$ cat src/sv/mcaw_pkg.sv
// Shared types and constants for the Monte Carlo acceptance weight pipeline.
// Depends on nothing; every other file refers to it by scoped names.
`timescale 1ns / 1ps
`default_nettype none

package mcaw_pkg;

   // Input field: energy difference, two's complement with DIFF_FRAC_BITS fraction bits
   localparam int unsigned DIFF_W         = 16;
   localparam int unsigned DIFF_FRAC_BITS = 8;
   localparam int unsigned MAG_W          = DIFF_W;

   // Internal Q32 arithmetic
   localparam int unsigned Q_FRAC  = 32;
   localparam int unsigned X_SHIFT = Q_FRAC - DIFF_FRAC_BITS;
   localparam int unsigned X_W     = MAG_W + X_SHIFT;
   localparam int unsigned E_W     = Q_FRAC + 1;

   localparam logic [Q_FRAC-1:0] LN2_Q32 = 32'hB17217F8;
   localparam logic [E_W-1:0]    ONE_Q32 = {1'b1, {Q_FRAC{1'b0}}};

   // Range reduction: n = floor(x / ln2), estimated by a reciprocal and corrected once
   localparam longint unsigned N_MAX       = (64'd1 << (X_W - 1)) / 64'hB17217F8;
   localparam int unsigned     N_W         = $clog2(N_MAX + 2);
   localparam int unsigned     RECIP_SHIFT = 32;
   localparam longint unsigned RECIP       = (64'd1 << (X_SHIFT + RECIP_SHIFT)) / 64'hB17217F8;
   localparam int unsigned     RECIP_W     = $clog2(RECIP + 1);

   localparam int unsigned TAYLOR_TERMS = 13;

   // weight_mode register codes
   localparam int unsigned MODE_W          = 2;
   localparam logic [1:0]  MODE_BARKER     = 2'd0;
   localparam logic [1:0]  MODE_MINVAR     = 2'd1;
   localparam logic [1:0]  MODE_METROPOLIS = 2'd2;

   // Control travelling alongside the data in every stage
   typedef struct packed {
      logic valid;
      logic neg;
   } ctl_type;

endpackage

`default_nettype wire

$ cat src/sv/mcaw_weight_div.sv
// Barker quotient num/(1+e) by a restoring divider, one quotient bit a stage,
// with the Metropolis weight carried alongside. Depends on mcaw_pkg.
`timescale 1ns / 1ps
`default_nettype none

module mcaw_weight_div #(
   parameter int unsigned WEIGHT_FRAC_BITS = 16
) (
   input  wire logic                     clock,
   input  wire logic                     reset,
   input  wire logic                     en,
   input  wire mcaw_pkg::ctl_type        in_ctl,
   input  wire logic [mcaw_pkg::E_W-1:0] in_e,
   output mcaw_pkg::ctl_type             out_ctl,
   output logic [WEIGHT_FRAC_BITS+1:0]   out_q,
   output logic [WEIGHT_FRAC_BITS:0]     out_met
);

   localparam int unsigned W     = WEIGHT_FRAC_BITS;
   localparam int unsigned E_W   = mcaw_pkg::E_W;
   localparam int unsigned DEN_W = E_W + 1;
   localparam int unsigned STEPS = W + 2;
   localparam logic [W:0]  ONE_W = {1'b1, {W{1'b0}}};

   typedef struct packed {
      logic [DEN_W-1:0]  rem;
      logic [DEN_W-1:0]  den;
      logic [W+1:0]      q;
      logic [W:0]        met;
      mcaw_pkg::ctl_type ctl;
   } div_type;

   div_type    setup_in;
   div_type    src   [0:STEPS];
   div_type    st_ff [0:STEPS-1];
   logic [W:0] met_e;

   // Metropolis weight: e rounded half up to W fraction bits
   if (W >= 32) begin : g_met_full
      assign met_e = (W+1)'(in_e);
   end else begin : g_met_round
      logic [E_W:0] rnd;
      assign rnd   = {1'b0, in_e} + ((E_W+1)'(1) << (31 - W));
      assign met_e = rnd[32-W +: W+1];
   end

   always_comb begin
      setup_in.den = DEN_W'(mcaw_pkg::ONE_Q32) + DEN_W'(in_e);
      setup_in.rem = in_ctl.neg ? DEN_W'(mcaw_pkg::ONE_Q32) : DEN_W'(in_e);
      setup_in.q   = '0;
      setup_in.met = in_ctl.neg ? ONE_W : met_e;
      setup_in.ctl = in_ctl;
   end

   div_type setup_ff;

   always_ff @(posedge clock) begin
      if (reset) begin
         setup_ff.ctl.valid <= 1'b0;
      end else if (en) begin
         setup_ff <= setup_in;
      end
   end

   assign src[0] = setup_ff;

   for (genvar I = 0; I < STEPS; I++) begin : g_step
      logic [DEN_W-1:0] shifted;
      logic             take;
      div_type          st_in;

      // first step compares without shifting
      assign shifted = (I == 0) ? src[I].rem : (src[I].rem << 1);
      assign take    = shifted >= src[I].den;

      always_comb begin
         st_in     = src[I];
         st_in.rem = take ? (shifted - src[I].den) : shifted;
         st_in.q   = {src[I].q[W:0], take};
      end

      always_ff @(posedge clock) begin
         if (reset) begin
            st_ff[I].ctl.valid <= 1'b0;
         end else if (en) begin
            st_ff[I] <= st_in;
         end
      end

      assign src[I+1] = st_ff[I];
   end

   assign out_ctl = src[STEPS].ctl;
   assign out_q   = src[STEPS].q;
   assign out_met = src[STEPS].met;

endmodule

`default_nettype wire

$ cat config.mk
export PLATFORM = sky130hd
export DESIGN_NAME = mcaw_weight_div
export DESIGN_NICKNAME = d
export VERILOG_FILES = /design/src/sv/mcaw_pkg.sv /design/src/sv/mcaw_weight_div.sv
export SDC_FILE = /design/constraint.sdc
export NUM_CORES = 2
export LEC_CHECK = 0
export BUFFER_PORTS_ARGS = -buffer_cell sky130_fd_sc_hd__buf_4
export CAP_MARGIN = 15
export CORE_MARGIN = 3
export CORE_UTILIZATION = 25
export DETAILED_ROUTE_END_ITERATION = 16
export GPL_TIMING_DRIVEN = 1
export SLEW_MARGIN = 0
export SYNTH_ARGS = -nofsm -noshare
export SYNTH_HDL_FRONTEND = slang
export SYNTH_SLANG_ARGS = --single-unit
$ cat constraint.sdc
create_clock -name clock -period 89.5 [get_ports clock]
set_clock_uncertainty 0.1 [all_clocks]
set_input_delay 4.475 -clock clock [delete_from_list [all_inputs] [get_ports clock]]
set_output_delay 4.475 -clock clock [all_outputs]
set_load 0.02 [all_outputs]
==> results.md <==
- Die Y-Extent: 607 um
- Routed via count: 54.1k
- CP max FO: 71
- Worst Hold Class: register to register
- Leak: 39.6 nW
- Relative slew slack: 27.0%
- Fin Hold WS: 308 ps
- CTS Buf Count: 190
- Syn. warnings: 0
- Cts repair resizes: 0
- GRT Total Usage: 8.90%
- Startpoint types: input port
- Cell Area, Synth: 90,400 um^2
- Syn nets: 8,143
- IO Count: 75
- Clock Root Buffer: clkbuf_16
- Chip Width: 607 um
- Die area: 369,000 um^2
- Std cell rows: 220
- Initial antenna violation count: 1
- Skew-Pair Late Insertion Delay: 830 ps
- F_max: 122 MHz
- # DRC: 0
- Number of max-cap violations: 0
- Final period util: 9.16%
- Worst-path clk slew: 70 ps
- Mapped Avg Cell Area: 12.1 um^2
- Post-route minimum period: 8190 ps
- Clock sink count: 1,738
- Core Region: 359,000 um^2
- CP Class: input port to register
- Req. time, crit path: 89,820 ps
- Pwr/cell area: 19.9 nW/um^2
- Primary FF master, synth: edfxtp_1
- Initial Util: 25.1%
- Post-CTS setup buffers: 0
- First-pass GRT wire length: 275,000 um
- EDFF count, synth: 1,737
- VDD IR max: 0.0000152 V
- Gr ovfl total: 0
- GPL Wtd Cong: 0.893
- H-tree levels: 4
- Nets: 8,281
- Cts-stage hold buffer count: 0
- Final number of hold-violating endpoints: 0
- I/O Buffers: 74
- Detailed Place HPWL: 122,000 um
- Area leader, netlist: edfxtp_1
- Final wirelength: 168,000 um
- Final max-slew violation count: 0
- Unrepaired setup endpoints after global routing: false
- Fin Setup TNS: 0 ps
- Register bit total from synthesis: 1,738
- Status: completed
- ANT nets after route: 0
- DR pass1 iterations: 5
- Vias in the first global route: 53.6k
- Kind of end point of the critical path: register
- Synth top cells by count: edfxtp_1 (1,737), inv_1 (755), ha_1 (611)
- Area share of the largest cell type after synthesis: 57.7%
- TritonCTS clock tree: done
- Least-Margin Pin Slew: 1090 ps
- Routed length per instance: 13.4 um
- Antenna diodes: 0
- Seq/Total Area, Yosys: 57.7%
- Synth area leaders: edfxtp_1 (58%), ha_1 (8.5%), a21oi_1 (3.3%)
- Clk buf depth: 4
- WP data arrival: 8520 ps
- Cells after synthesis: 7,477
- Fill count: 36.7k
- Area growth, synth to finish: 13.6%
- Layout cells sized above 1: 8.41%
- Largest net degree at the start of global routing: 180
- Count leader, synth: edfxtp_1
- Finish-stage setup viols: 0
- Post-synthesis cell type count: 103
- Synth async-reset ratio: 0%
- Drt initial violations: 3,122
- Vias per cell: 4.32
placed cells by master (no fill, tap or decap), types with 22 or more instances in the layout:
cell       netlist  layout
nand2_1        450     450
or3_1           23      23
xor2_1         197     197
and3_1          62      62
nand4_1         89      89
o21ai_0        405     405
o21bai_1        86      86
nor2_1         390     390
clkbuf_16        0     193
a221oi_1        22      22
mux2_2         208     208
a21o_1         321     321
ha_1           611     611
a211oi_1        32      32
a21oi_1        593     591
edfxtp_1      1737    1737
nand2b_1        71      71
buf_4            7     109
nor3_1          77      77
a31oi_1         66      66
clkinv_1         0      36
o31ai_1         36      36
nand3_1        118     118
xnor2_1        301     301
o21a_1          84      84
nor2b_1        117     116
inv_1          755     755
o211ai_1        36      36
o31a_1          23      23
clkbuf_1       104      38
or2_2           24      24
and2_1          52      52
mux2_1          32      32
path summary, 6_finish.rpt:
kind	cells after the start	slack, ps	startpoint	to
hold / removal	0	310	st_ff[3][127]	st_ff[4][23]
setup / recovery	7	81310	reset	st_ff[5][173]
setup reg to reg	13	85020	g_step[0].shifted[0]	st_ff[0][72]
hold reg to reg	0	310	st_ff[3][127]	st_ff[4][23]
kinds of logic (layout without fill, tap and decap cells):
family          Yosys count  in the layout  share of synthesized area, %
fa+ha+maj               628            628                          8.84
compound gates         1884           1884                          13.2
simple gates           1552           1552                          8.30
mux                     255            255                          3.16
buf+inv                 922           1200                          3.97
xor+xnor                498            498                          4.83
flops                  1738           1738                          57.7
per-layer routing:
layer	GRT usage (%)	up-vias	share of wire (%)
met5	0	-	0
met4	3.99	0	4.6
met3	1.44	397	3.4
met2	15.3	884	47
met1	10.9	25100	45
li1	-	27700	-
registers in the layout (all words and copies together) (netlist names):
| register | flops |
|---|---|
| g_step.shifted | 33 |
| g_step.st_in | 53 |
| st_ff | 1652 |
cell type report:
class	count	area [um^2]	area share, %
Sequential cell	1738	52200	50.8
Multi-Input combinational cell	4817	34700	33.8
Tap cell	4773	5970	5.82
Clock buffer	231	4970	4.84
Inverter	755	2830	2.76
Clock inverter	101	1050	1.03
Timing Repair Buffer	113	898	0.875
report_power, final:
part | total [mW] | switching (mW) | leakage, nW | internal (mW)
Sequential | 0.976 | 0.0220 | 16.3 | 0.954
Clock | 0.762 | 0.310 | 2.90 | 0.451
Combinational | 0.306 | 0.175 | 20.4 | 0.131
worst max-delay path, cell delays in order:
cell	delay, ps
buf_4	130
nor2b_4	90
buf_4	660
buf_4	810
buf_4	740
buf_4	780
buf_4	710
metrics by stage:
step | setup slack [ps] | util (%) | total power, mW | cell area, um^2 | cells
after floorplan | 35120 | - | 1.31 | 90400 | 7477
after global placement | 80360 | 26.9 | 1.30 | 96600 | 12200
after detailed placement | 80300 | 26.9 | 1.30 | 96600 | 12200
after CTS | 81200 | 28.5 | 2.08 | 103000 | 12500
after global routing | 80880 | 28.5 | 2.15 | 103000 | 12500
final | 81310 | 28.5 | 2.04 | 103000 | 12500
(Power assumes the default switching activity.)
