$ cat src/sv/mcaw_pkg.sv
// Shared types and constants for the Monte Carlo acceptance weight pipeline.
// Depends on nothing; every other file refers to it by scoped names.
`timescale 1ns / 1ps
`default_nettype none

package mcaw_pkg;

   // Input field: energy difference, two's complement with DIFF_FRAC_BITS fraction bits
   localparam int unsigned DIFF_W         = 16;
   localparam int unsigned DIFF_FRAC_BITS = 8;
   localparam int unsigned MAG_W          = DIFF_W;

   // Internal Q32 arithmetic
   localparam int unsigned Q_FRAC  = 32;
   localparam int unsigned X_SHIFT = Q_FRAC - DIFF_FRAC_BITS;
   localparam int unsigned X_W     = MAG_W + X_SHIFT;
   localparam int unsigned E_W     = Q_FRAC + 1;

   localparam logic [Q_FRAC-1:0] LN2_Q32 = 32'hB17217F8;
   localparam logic [E_W-1:0]    ONE_Q32 = {1'b1, {Q_FRAC{1'b0}}};

   // Range reduction: n = floor(x / ln2), estimated by a reciprocal and corrected once
   localparam longint unsigned N_MAX       = (64'd1 << (X_W - 1)) / 64'hB17217F8;
   localparam int unsigned     N_W         = $clog2(N_MAX + 2);
   localparam int unsigned     RECIP_SHIFT = 32;
   localparam longint unsigned RECIP       = (64'd1 << (X_SHIFT + RECIP_SHIFT)) / 64'hB17217F8;
   localparam int unsigned     RECIP_W     = $clog2(RECIP + 1);

   localparam int unsigned TAYLOR_TERMS = 13;

   // weight_mode register codes
   localparam int unsigned MODE_W          = 2;
   localparam logic [1:0]  MODE_BARKER     = 2'd0;
   localparam logic [1:0]  MODE_MINVAR     = 2'd1;
   localparam logic [1:0]  MODE_METROPOLIS = 2'd2;

   // Control travelling alongside the data in every stage
   typedef struct packed {
      logic valid;
      logic neg;
   } ctl_type;

endpackage

`default_nettype wire

$ cat src/sv/mcaw_range_reduce.sv
// Range reduction of |dE| into n and r with x = n*ln2 + r, five register stages.
// Depends on mcaw_pkg.
`timescale 1ns / 1ps
`default_nettype none

module mcaw_range_reduce (
   input  wire logic                               clock,
   input  wire logic                               reset,
   input  wire logic                               en,
   input  wire logic                               in_valid,
   input  wire logic signed [mcaw_pkg::DIFF_W-1:0] energy_diff,
   output mcaw_pkg::ctl_type                       out_ctl,
   output logic [mcaw_pkg::Q_FRAC-1:0]             out_r,
   output logic [mcaw_pkg::N_W-1:0]                out_n
);

   localparam int unsigned MAG_W  = mcaw_pkg::MAG_W;
   localparam int unsigned N_W    = mcaw_pkg::N_W;
   localparam int unsigned X_W    = mcaw_pkg::X_W;
   localparam int unsigned Q_FRAC = mcaw_pkg::Q_FRAC;
   localparam int unsigned P_W    = MAG_W + mcaw_pkg::RECIP_W;

   // stage 1: sign and magnitude
   mcaw_pkg::ctl_type s1_ctl_in, s1_ctl_ff;
   logic [MAG_W-1:0]  raw;
   logic [MAG_W-1:0]  s1_mag_in, s1_mag_ff;

   // stage 2: reciprocal estimate of n
   mcaw_pkg::ctl_type s2_ctl_ff;
   logic [P_W-1:0]    nprod;
   logic [N_W-1:0]    s2_nest_in, s2_nest_ff;
   logic [MAG_W-1:0]  s2_mag_ff;

   // stage 3: n_est * ln2
   mcaw_pkg::ctl_type s3_ctl_ff;
   logic [X_W-1:0]    s3_lprod_in, s3_lprod_ff;
   logic [N_W-1:0]    s3_nest_ff;
   logic [MAG_W-1:0]  s3_mag_ff;

   // stage 4: first remainder, below twice ln2
   mcaw_pkg::ctl_type s4_ctl_ff;
   logic [X_W-1:0]    xval;
   logic [X_W-1:0]    rdiff;
   logic [Q_FRAC:0]   s4_r0_in, s4_r0_ff;
   logic [N_W-1:0]    s4_nest_ff;

   // stage 5: single correction step
   mcaw_pkg::ctl_type s5_ctl_ff;
   logic [Q_FRAC:0]   rsub;
   logic [Q_FRAC-1:0] s5_r_in, s5_r_ff;
   logic [N_W-1:0]    s5_n_in, s5_n_ff;

   assign raw             = unsigned'(energy_diff);
   assign s1_ctl_in.valid = in_valid;
   assign s1_ctl_in.neg   = raw[MAG_W-1];
   assign s1_mag_in       = raw[MAG_W-1] ? (~raw + MAG_W'(1)) : raw;

   assign nprod       = P_W'(s1_mag_ff) * P_W'(mcaw_pkg::RECIP);
   assign s2_nest_in  = nprod[mcaw_pkg::RECIP_SHIFT +: N_W];

   assign s3_lprod_in = X_W'(s2_nest_ff) * X_W'(mcaw_pkg::LN2_Q32);

   assign xval     = {s3_mag_ff, {mcaw_pkg::X_SHIFT{1'b0}}};
   assign rdiff    = xval - s3_lprod_ff;
   assign s4_r0_in = rdiff[Q_FRAC:0];

   assign rsub = s4_r0_ff - {1'b0, mcaw_pkg::LN2_Q32};

   always_comb begin
      if (s4_r0_ff >= {1'b0, mcaw_pkg::LN2_Q32}) begin
         s5_r_in = rsub[Q_FRAC-1:0];
         s5_n_in = s4_nest_ff + N_W'(1);
      end else begin
         s5_r_in = s4_r0_ff[Q_FRAC-1:0];
         s5_n_in = s4_nest_ff;
      end
   end

   always_ff @(posedge clock) begin
      if (reset) begin
         s1_ctl_ff.valid <= 1'b0;
         s2_ctl_ff.valid <= 1'b0;
         s3_ctl_ff.valid <= 1'b0;
         s4_ctl_ff.valid <= 1'b0;
         s5_ctl_ff.valid <= 1'b0;
      end else if (en) begin
         s1_ctl_ff <= s1_ctl_in;
         s2_ctl_ff <= s1_ctl_ff;
         s3_ctl_ff <= s2_ctl_ff;
         s4_ctl_ff <= s3_ctl_ff;
         s5_ctl_ff <= s4_ctl_ff;
      end
   end

   always_ff @(posedge clock) begin
      if (en) begin
         s1_mag_ff   <= s1_mag_in;
         s2_mag_ff   <= s1_mag_ff;
         s2_nest_ff  <= s2_nest_in;
         s3_mag_ff   <= s2_mag_ff;
         s3_nest_ff  <= s2_nest_ff;
         s3_lprod_ff <= s3_lprod_in;
         s4_nest_ff  <= s3_nest_ff;
         s4_r0_ff    <= s4_r0_in;
         s5_r_ff     <= s5_r_in;
         s5_n_ff     <= s5_n_in;
      end
   end

   assign out_ctl = s5_ctl_ff;
   assign out_r   = s5_r_ff;
   assign out_n   = s5_n_ff;

endmodule

`default_nettype wire

$ cat config.mk
export PLATFORM = sky130hd
export DESIGN_NAME = mcaw_range_reduce
export DESIGN_NICKNAME = d
export VERILOG_FILES = /design/src/sv/mcaw_pkg.sv /design/src/sv/mcaw_range_reduce.sv
export SDC_FILE = /design/constraint.sdc
export NUM_CORES = 1
export LEC_CHECK = 0
export BUFFER_PORTS_ARGS = -buffer_cell sky130_fd_sc_hd__buf_2
export CAP_MARGIN = 20
export CORE_ASPECT_RATIO = 0.7
export CORE_MARGIN = 2
export CORE_UTILIZATION = 45
export DETAILED_ROUTE_END_ITERATION = 8
export PLACE_DENSITY = 0.58
export SLEW_MARGIN = 20
export SYNTH_ARGS = -nofsm -noshare
export SYNTH_HDL_FRONTEND = slang
export SYNTH_SLANG_ARGS = --single-unit
export TNS_END_PERCENT = 50
$ cat constraint.sdc
create_clock -name clock -period 11.9 [get_ports clock]
set_input_delay 0.595 -clock clock [delete_from_list [all_inputs] [get_ports clock]]
set_output_delay 0.595 -clock clock [all_outputs]
set_load 0.05 [all_outputs]
==> results of run 1 <==
## synthesized netlist by cell type, types with 6 or more instances
master	count	share of area, %
a31oi_1	9	0.36
and2_1	6	0.24
nor2b_1	9	0.36
nand2b_1	12	0.48
or3_1	8	0.32
ha_1	242	19
and3_1	11	0.44
o21ai_0	30	0.95
nand2_1	52	1.2
xor2_1	33	1.8
mux2i_1	6	0.38
nor3_1	15	0.48
nor2_1	51	1.2
xnor2_1	76	4.2
o31ai_1	6	0.29
nand4_1	10	0.40
a211oi_1	6	0.29
nor4_1	8	0.32
a21oi_1	42	1.3
nand3_1	25	0.79
inv_1	315	7.5
a21o_1	30	1.4
edfxtp_1	157	30
o211ai_1	6	0.29
fa_1	170	22
## logic make-up after synthesis
kind of cell    synth area share, %
compound gates                 6.84
xor+xnor                       6.04
fa+ha+maj                      40.7
buf+inv                        7.86
flops                          30.5
mux                           0.380
other cells                  0.0237
simple gates                   7.67
## state kept, by name, indices dropped and copies added (netlist names)
register / flops
s3_nest_ff: 8
out_n: 8
s4_r0_ff: 29
s4_nest_ff: 8
s2_ctl_ff: 2
out_r: 28
s3_lprod_ff: 29
s2_nest_ff: 8
s3_ctl_ff: 2
s1_ctl_ff: 2
s2_mag_ff: 9
s1_mag_ff: 16
out_ctl: 2
s4_ctl_ff: 2
s3_mag_ff: 9
## worst max-delay path: cells and delay by family, from the launching register on
family | cells | cell delay [ns]
AO/OA/AOI/OAI | 5 | 1.45
XOR/XNOR | 1 | 0.11
adder cells (fa/ha/maj) | 7 | 3.42
buffers and inverters | 2 | 0.17
flip-flops | 1 | 0.58
AND/OR/NAND/NOR | 2 | 0.37
## how the worst min path moves through the flow
stage                     to  slack (ns)  depth (start not counted)
6_report        s1_ctl_ff[1]        0.39                          2
5_1_grt           out_ctl[1]        0.39                          2
4_1_cts         s4_ctl_ff[1]        0.38                          2
3_5_place_dp    s3_mag_ff[0]        0.41                          0
3_3_place_gp   s4_nest_ff[4]        0.40                          0
2_1_floorplan     out_ctl[0]        0.40                          0
## placed cells by master, fill, tap and decap left out, types with 4 or more instances in the layout
cell type	synthesis	routed
nand3_1	25	25
buf_2	2	57
xnor2_1	76	76
o21bai_1	4	4
nor2_1	51	51
o21ai_0	30	30
and2_1	6	6
nand2b_1	12	12
a21oi_1	42	42
or4_1	4	4
a21o_1	30	30
a211oi_1	6	6
and3_1	11	11
o211ai_1	6	6
fa_1	170	170
ha_1	242	242
a31oi_1	9	9
nand4_1	10	10
o31ai_1	6	6
dfxtp_1	5	5
nor2b_1	9	9
o21a_1	5	5
mux2i_1	6	6
inv_1	315	315
nor3_1	15	15
nor4_1	8	8
nand2_1	52	52
o41ai_1	4	4
or3_1	8	8
inv_6	0	4
clkbuf_16	0	17
xor2_1	33	33
edfxtp_1	157	157
a21boi_0	4	4
## area by class of cell
| cell class | instances | share of cell area (%) |
|---|---|---|
| diodes | 1 | 0.0145 |
| clock inverters | 15 | 1.01 |
| repair buffers | 61 | 1.85 |
| clock buffers | 17 | 2.46 |
| flip-flops and latches | 162 | 27.9 |
| inverters | 316 | 6.87 |
| well taps | 472 | 3.42 |
| multi-input cells | 927 | 56.5 |
## per-stage QoR
stage | hold WS (ns) | std cells | area (sq um) | worst slack, ns
after global routing | 0.393 | 1971 | 17300 | 5.16
after floorplan | 0.400 | 1414 | 15800 | 6.29
after global placement | 0.403 | 1938 | 16700 | 5.61
final | 0.391 | 1971 | 17300 | 5.53
after detailed placement | 0.406 | 1938 | 16700 | 5.48
after CTS | 0.379 | 1970 | 17300 | 5.45
## per-layer routing
layer	vias to the layer above	routed length [um]	track usage [%]
li1	4868	-	-
met5	-	0	0
met2	251	13200	26.6
met4	0	431	4.01
met1	4792	18700	32.5
met3	18	2730	5.58
==> results.tsv, run 1 <==
stage	metric	value	unit
status	status	finished clean	
sta	setup_viol	0	
critical_path	cp.required	12.09	ns
synthesis	synthCells	1412	
critical_path	r2r_cells	17	
cells_and_area	seq_area	0.00481	sq mm
place	io_buffer_count	58	
global_route	first_global_vias	9975	
route	drt_iter0_markers	691	
critical_path	crit_path_start	s1_mag_ff[10]	
die	die_w	228	um
cells_and_area	fill_cells	3191	
clock_tree	clk_path_buf_depth	2	
global_route	gr-usage-all-layers	20.2	%
synthesis	synth_area_per_cell	11.2	sq um
clock_tree	cts_tree	built	
clock_tree	clkSinkCount	162	
clock_tree	htreeDepth	4	
critical_path	r2r_slack	5.53	ns
sta	period_minus_slack	6.37	ns
route	drc	0	
route	routedWlPerCell	17.8	um
place	gp_congestion	0.929	
synthesis	syn_area	0.0158	sq mm
route	dr.pass1.iters	5	
clock_tree	cts.clk_slew.worst_paths	0.07	ns
synthesis	synthArstFlopShare	0	%
critical_path	setup.worst_path.end_class	register	
route	vias	9929	
clock_tree	clock_latency	0.44	ns
critical_path	r2r_start	s1_mag_ff[10]	
worst_hold_path	hold_start	reset	
global_route	grt_pass1_wl	56700	um
sta	rsz0062_at_grt	no	
global_route	grt_antenna_before_repair	1	
critical_path	crit_path_frequent_cell	fa_1	
die	core_area	0.0347	sq mm
sta	clock_skew	0.0166	ns
cells_and_area	fin_nets	1917	
synthesis	synth.distinct_cells	63	
clock_tree	cts_buffers	17	
sta	worst_pin_slew	1.03	ns
clock_tree	cts_hold_buffers	0	
critical_path	crit_slowest_cell	fa_1	
critical_path	endpoint	s2_nest_ff[7]	
clock_tree	postCtsResizedCells	0	
cells_and_area	final_util	49.8	%
critical_path	crit_arrival	6.55	ns
run	cap_viol_max_count	0	
die	fp-row-count	57	
worst_hold_path	hp-class	in2reg	
place	dp_hpwl	29500	um
die	die_h	161	um
sta	min_period_over_period	53.5	%
global_route	grt_overflow	0	
route	routed_via_density	5.04	
cells_and_area	drive_gt1_share	6.74	%
route	wirelength	35000	um
synthesis	synth_edf_count	157	
route	postRouteAntennaNets	0	
sta	fmax	157	MHz
cells_and_area	syn_to_final_growth	9.27	%
critical_path	timing.rr.end	s2_nest_ff[7]	
sta	slew_violations	0	
sta	finalSetupTns	0	ns
synthesis	ys.flop_type	edfxtp_1	
global_route	grt_max_degree	67	
sta	hold_violations	0	
clock_tree	cts_setup_buffers	0	
critical_path	path_cells	inv_1 > fa_1 > fa_1 > fa_1 > fa_1 > inv_1 > fa_1 > fa_1 > ha_1 > and4_1 > nand4_1 > o31a_1 > o211ai_1 > a41oi_1 > o21ai_0 > o41ai_1 > xnor2_1	
synthesis	ys_warn_count	0	
cells_and_area	multi_input_area	0.00975	sq mm
critical_path	critPathKind	reg2reg	
critical_path	cpPeakStageDelay	0.62	ns
synthesis	yosysSeqAreaShare	30.5	%
critical_path	crit_fanout	6	
die	die_area	0.0366	sq mm
synthesis	ys_seq_elements	162	
die	start_util	45.6	%
sta	relSlewSlack	30.8	%
critical_path	critPathLaunchType	register	
die	ios	62	
clock_tree	cts_root_buf	clkbuf_16	
Power of run 1 is not shown: default switching activity piles up to over one toggle a cycle in this logic, so the estimate is an artifact.
==> run 2: changes to the inputs <==
clock period = 6.6 ns   (was 11.9 ns; I/O delays follow)
==> results.tsv, run 2 (synthesized netlist as in run 1, its figures left out) <==
stage	metric	value	unit
sta	finalSetupTns	0	ns
critical_path	critPathKind	reg2reg	
route	dr.pass1.iters	5	
clock_tree	clock_latency	0.45	ns
clock_tree	clkSinkCount	162	
die	fp-row-count	57	
sta	fmax	163	MHz
route	vias	10000	
sta	hold_violations	0	
critical_path	crit_arrival	6.30	ns
sta	relSlewSlack	35.9	%
route	routedWlPerCell	18.0	um
clock_tree	cts.clk_slew.worst_paths	0.08	ns
critical_path	critPathTopFamily	adder cells	
die	die_w	228	um
place	dp_hpwl	29800	um
sta	clock_skew	0.0194	ns
global_route	grt_antenna_before_repair	0	
die	start_util	45.6	%
sta	setup_ws	0.475	ns
critical_path	cp.required	6.78	ns
sta	setup_viol	0	
run	cap_viol_max_count	0	
critical_path	crit_slowest_cell	fa_1	
sta	period_minus_slack	6.13	ns
place	place_area	0.0167	sq mm
die	die_area	0.0366	sq mm
critical_path	setup.worst_path.end_class	register	
die	die_h	161	um
critical_path	crit_path_frequent_cell	fa_1	
cells_and_area	drive_gt1_share	7.37	%
sta	slew_violations	0	
critical_path	critPathLaunchType	register	
die	ios	62	
worst_hold_path	hp-class	in2reg	
status	status	finished clean	
place	gp_congestion	0.925	
route	postRouteAntennaNets	0	
clock_tree	htreeDepth	4	
cells_and_area	diodes	0	
place	io_buffer_count	58	
sta	min_period_over_period	92.8	%
clock_tree	cts_tree	built	
critical_path	r2r_slack	0.47	ns
critical_path	cpPeakStageDelay	0.59	ns
critical_path	critPathBufInv	2	
place	pre_cts_ws	0.292	ns
route	routed_via_density	5.06	
global_route	first_global_vias	10100	
critical_path	crit_fanout	6	
clock_tree	cts_root_buf	clkbuf_16	
global_route	grt_max_degree	83	
cells_and_area	syn_to_final_growth	9.61	%
cells_and_area	stdcell_area	0.0173	sq mm
cells_and_area	fin_nets	1926	
global_route	grt_overflow	0	
global_route	gr-usage-all-layers	20.5	%
sta	rsz0062_at_grt	no	
clock_tree	cts_setup_buffers	0	
route	drc	0	
global_route	grt_pass1_wl	57300	um
clock_tree	cts_buffers	17	
sta	worst_pin_slew	0.951	ns
cells_and_area	final_common_cell	inv_1	
cells_and_area	final_util	50.0	%
cells_and_area	layout_common_cells	315 x inv_1, 242 x ha_1, 170 x fa_1, 157 x edfxtp_1, 76 x xnor2_1	
critical_path	path_cells	inv_1 > fa_1 > fa_1 > fa_1 > fa_1 > inv_1 > fa_1 > fa_1 > ha_1 > and4_1 > nand4_1 > o31a_1 > o211ai_1 > a41oi_2 > o21ai_0 > o41ai_1 > xnor2_1	
die	core_area	0.0347	sq mm
cells_and_area	fill_cells	3153	
clock_tree	clk_path_buf_depth	2	
route	drt_iter0_markers	622	
route	wirelength	35700	um
==> run 2: layout make-up <==
| class | instances | area [sq um] | area share [%] |
|---|---|---|---|
| well taps | 472 | 591 | 3.41 |
| multi-input cells | 927 | 9760 | 56.3 |
| inverters | 316 | 1190 | 6.85 |
| clock inverters | 15 | 155 | 0.896 |
| clock buffers | 17 | 425 | 2.46 |
| repair buffers | 70 | 387 | 2.23 |
| flip-flops and latches | 162 | 4810 | 27.8 |
==> run 2: path summary, 6_finish.rpt <==
check | startpoint | end | depth (start not counted)
worst min-delay path | reset | out_ctl[1] | 2
worst max register to register | s1_mag_ff[11] | s2_nest_ff[7] | 17
worst max-delay path | s1_mag_ff[11] | s2_nest_ff[7] | 17
worst min register to register | s3_nest_ff[6] | s4_nest_ff[6] | 0
==> run 2: layer usage <==
metal | share of wire, % | global-route usage [%]
met4 | 1.2 | 4.07
met3 | 5.6 | 4.23
met1 | 55 | 33.3
met5 | 0 | 0
met2 | 38 | 27.9
==> run 2: stage by stage <==
stage | hold WS, ns | std cells
floorplan | 0.400 | 1414
global placement | 0.403 | 1947
detailed placement | 0.405 | 1947
CTS | 0.107 | 1979
global route | 0.113 | 1979
finish | 0.121 | 1979
==> run 2: repair_timing <==
| item | in CTS | in global routing |
|---|---|---|
| hold buffers | 0 | 0 |
| endpoints found under the setup margin | 0 | 1 |
| resized for setup | 0 | 1 |
Power of run 2 is left out for the same reason.
==> run 3: changes to the inputs <==
CORE_UTILIZATION = 61   (was 45)
PLACE_DENSITY = 0.76   (was 0.58)
==> results.tsv, run 3 (synthesized netlist as in run 1, its figures left out) <==
stage	metric	value	unit
status	status	finished clean	
route	routedWlPerCell	18.8	um
clock_tree	clkSinkCount	162	
clock_tree	clk_path_buf_depth	2	
clock_tree	cts_tree	built	
cells_and_area	fin_nets	1923	
critical_path	cp.required	6.78	ns
place	gp_congestion	1.02	
run	cap_viol_max_count	0	
cells_and_area	drive_gt1_share	7.18	%
clock_tree	clock_latency	0.44	ns
place	dp_hpwl	28200	um
global_route	grt_antenna_before_repair	0	
die	ios	62	
cells_and_area	layout_common_cells	315 x inv_1, 242 x ha_1, 170 x fa_1, 157 x edfxtp_1, 76 x xnor2_1	
cells_and_area	fill_cells	1910	
clock_tree	cts_buffers	17	
die	start_util	61.8	%
die	core_area	0.0256	sq mm
sta	clock_skew	0.0194	ns
route	dr.pass1.iters	5	
route	drc	0	
global_route	grt_overflow	0	
place	io_buffer_count	58	
sta	rsz0062_at_grt	no	
sta	hold_violations	0	
sta	setup_viol	0	
route	wirelength	34500	um
die	die_area	0.0272	sq mm
critical_path	crit_path_start	s1_mag_ff[10]	
critical_path	r2r_start	s1_mag_ff[10]	
sta	period_minus_slack	6.15	ns
sta	finalSetupTns	0	ns
sta	fmax	163	MHz
sta	worst_pin_slew	0.817	ns
clock_tree	cts.clk_slew.worst_paths	0.07	ns
cells_and_area	final_common_cell	inv_1	
critical_path	setup.worst_path.end_class	register	
global_route	grt_pass1_wl	54900	um
route	vias	10300	
sta	worst_hold_slack	0.127	ns
clock_tree	htreeDepth	4	
sta	slew_violations	0	
critical_path	critPathKind	reg2reg	
die	die_h	139	um
clock_tree	cts_setup_buffers	0	
critical_path	timing.rr.end	s2_nest_ff[7]	
cells_and_area	diodes	0	
critical_path	critPathLaunchType	register	
global_route	grt_max_degree	67	
critical_path	endpoint	s2_nest_ff[7]	
route	routed_via_density	5.60	
route	drt_iter0_markers	967	
global_route	gr-usage-all-layers	26.5	%
critical_path	r2r_slack	0.45	ns
cells_and_area	syn_to_final_growth	8.32	%
critical_path	crit_slowest_cell	fa_1	
cells_and_area	final_util	66.9	%
critical_path	crit_cells	17	
critical_path	crit_fanout	6	
critical_path	r2r_cells	17	
worst_hold_path	hp-class	in2reg	
sta	min_period_over_period	93.2	%
route	postRouteAntennaNets	0	
critical_path	cpPeakStageDelay	0.62	ns
critical_path	crit_path_frequent_cell	fa_1	
die	fp-row-count	49	
critical_path	path_cells	inv_1 > fa_1 > fa_1 > fa_1 > fa_1 > inv_1 > fa_1 > fa_1 > ha_1 > and4_1 > nand4_1 > o31a_1 > o211ai_1 > a41oi_2 > o21ai_0 > o41ai_1 > xnor2_1	
critical_path	crit_arrival	6.33	ns
sta	relSlewSlack	45.0	%
global_route	first_global_vias	10100	
die	die_w	196	um
critical_path	critPathTopFamily	adder cells	
clock_tree	cts_root_buf	clkbuf_16	
critical_path	critPathBufInv	2	
-- run 3: cell count changes in the layout (fill, tap and decap cells not counted), sizes merged --
| cell | delta |
|---|---|
| buf | -3 |
| clkbuf | +1 |
| clkinv | -4 |
| clkinvlp | +1 |
| inv | +2 |
-- run 3: worst min-delay path by stage --
stage,start,to,cells past startpoint
floorplan,s4_ctl_ff[0],out_ctl[0],0
CTS,reset,out_ctl[1],2
global route,reset,out_ctl[1],2
global placement,s3_nest_ff[1],s4_nest_ff[1],0
detailed placement,s3_nest_ff[1],s4_nest_ff[1],0
finish,reset,out_ctl[1],2
-- run 3: cell type report --
| cell class | instances | area, sq um | share of cell area (%) |
|---|---|---|---|
| multi-input combinational | 927 | 9760 | 57.0 |
| sequential | 162 | 4810 | 28.1 |
| inverter | 316 | 1190 | 6.93 |
| clock buffer | 18 | 429 | 2.51 |
| tap | 331 | 414 | 2.42 |
| timing repair buffer | 67 | 364 | 2.13 |
| clock inverter | 14 | 146 | 0.856 |
-- run 3: worst reg2reg max path, stage by stage (launching register included) --
cell and delay (ns):
edfxtp_1 0.56, inv_1 0.11, fa_1 0.62, fa_1 0.46, fa_1 0.50, fa_1 0.55
inv_1 0.06, fa_1 0.44, fa_1 0.48, ha_1 0.37, and4_1 0.27, nand4_1 0.10
o31a_1 0.13, o211ai_1 0.16, a41oi_2 0.44, o21ai_0 0.21, o41ai_1 0.33, xnor2_1 0.12
-- run 3: what timing repair did --
| item | 4_1_cts | 5_1_grt |
|---|---|---|
| gates resized for setup | 0 | 1 |
| hold buffers | 0 | 0 |
| setup endpoints to repair | 0 | 1 |
-- run 3: metal layers --
layer	share of wire (%)	track usage, %
met5	0	0
met4	0.88	4.67
met3	10	8.46
met2	41	36.8
met1	48	41.1
-- run 3: through the flow --
| stage | cell area [sq um] | setup WS (ns) | cells |
|---|---|---|---|
| CTS | 17100 | 0.230 | 1835 |
| detailed placement | 16500 | 0.251 | 1803 |
| global placement | 16500 | 0.411 | 1803 |
| floorplan | 15800 | 0.987 | 1414 |
| global route | 17100 | 0.130 | 1835 |
| finish | 17100 | 0.447 | 1835 |
Power of run 3 is left out for the same reason.
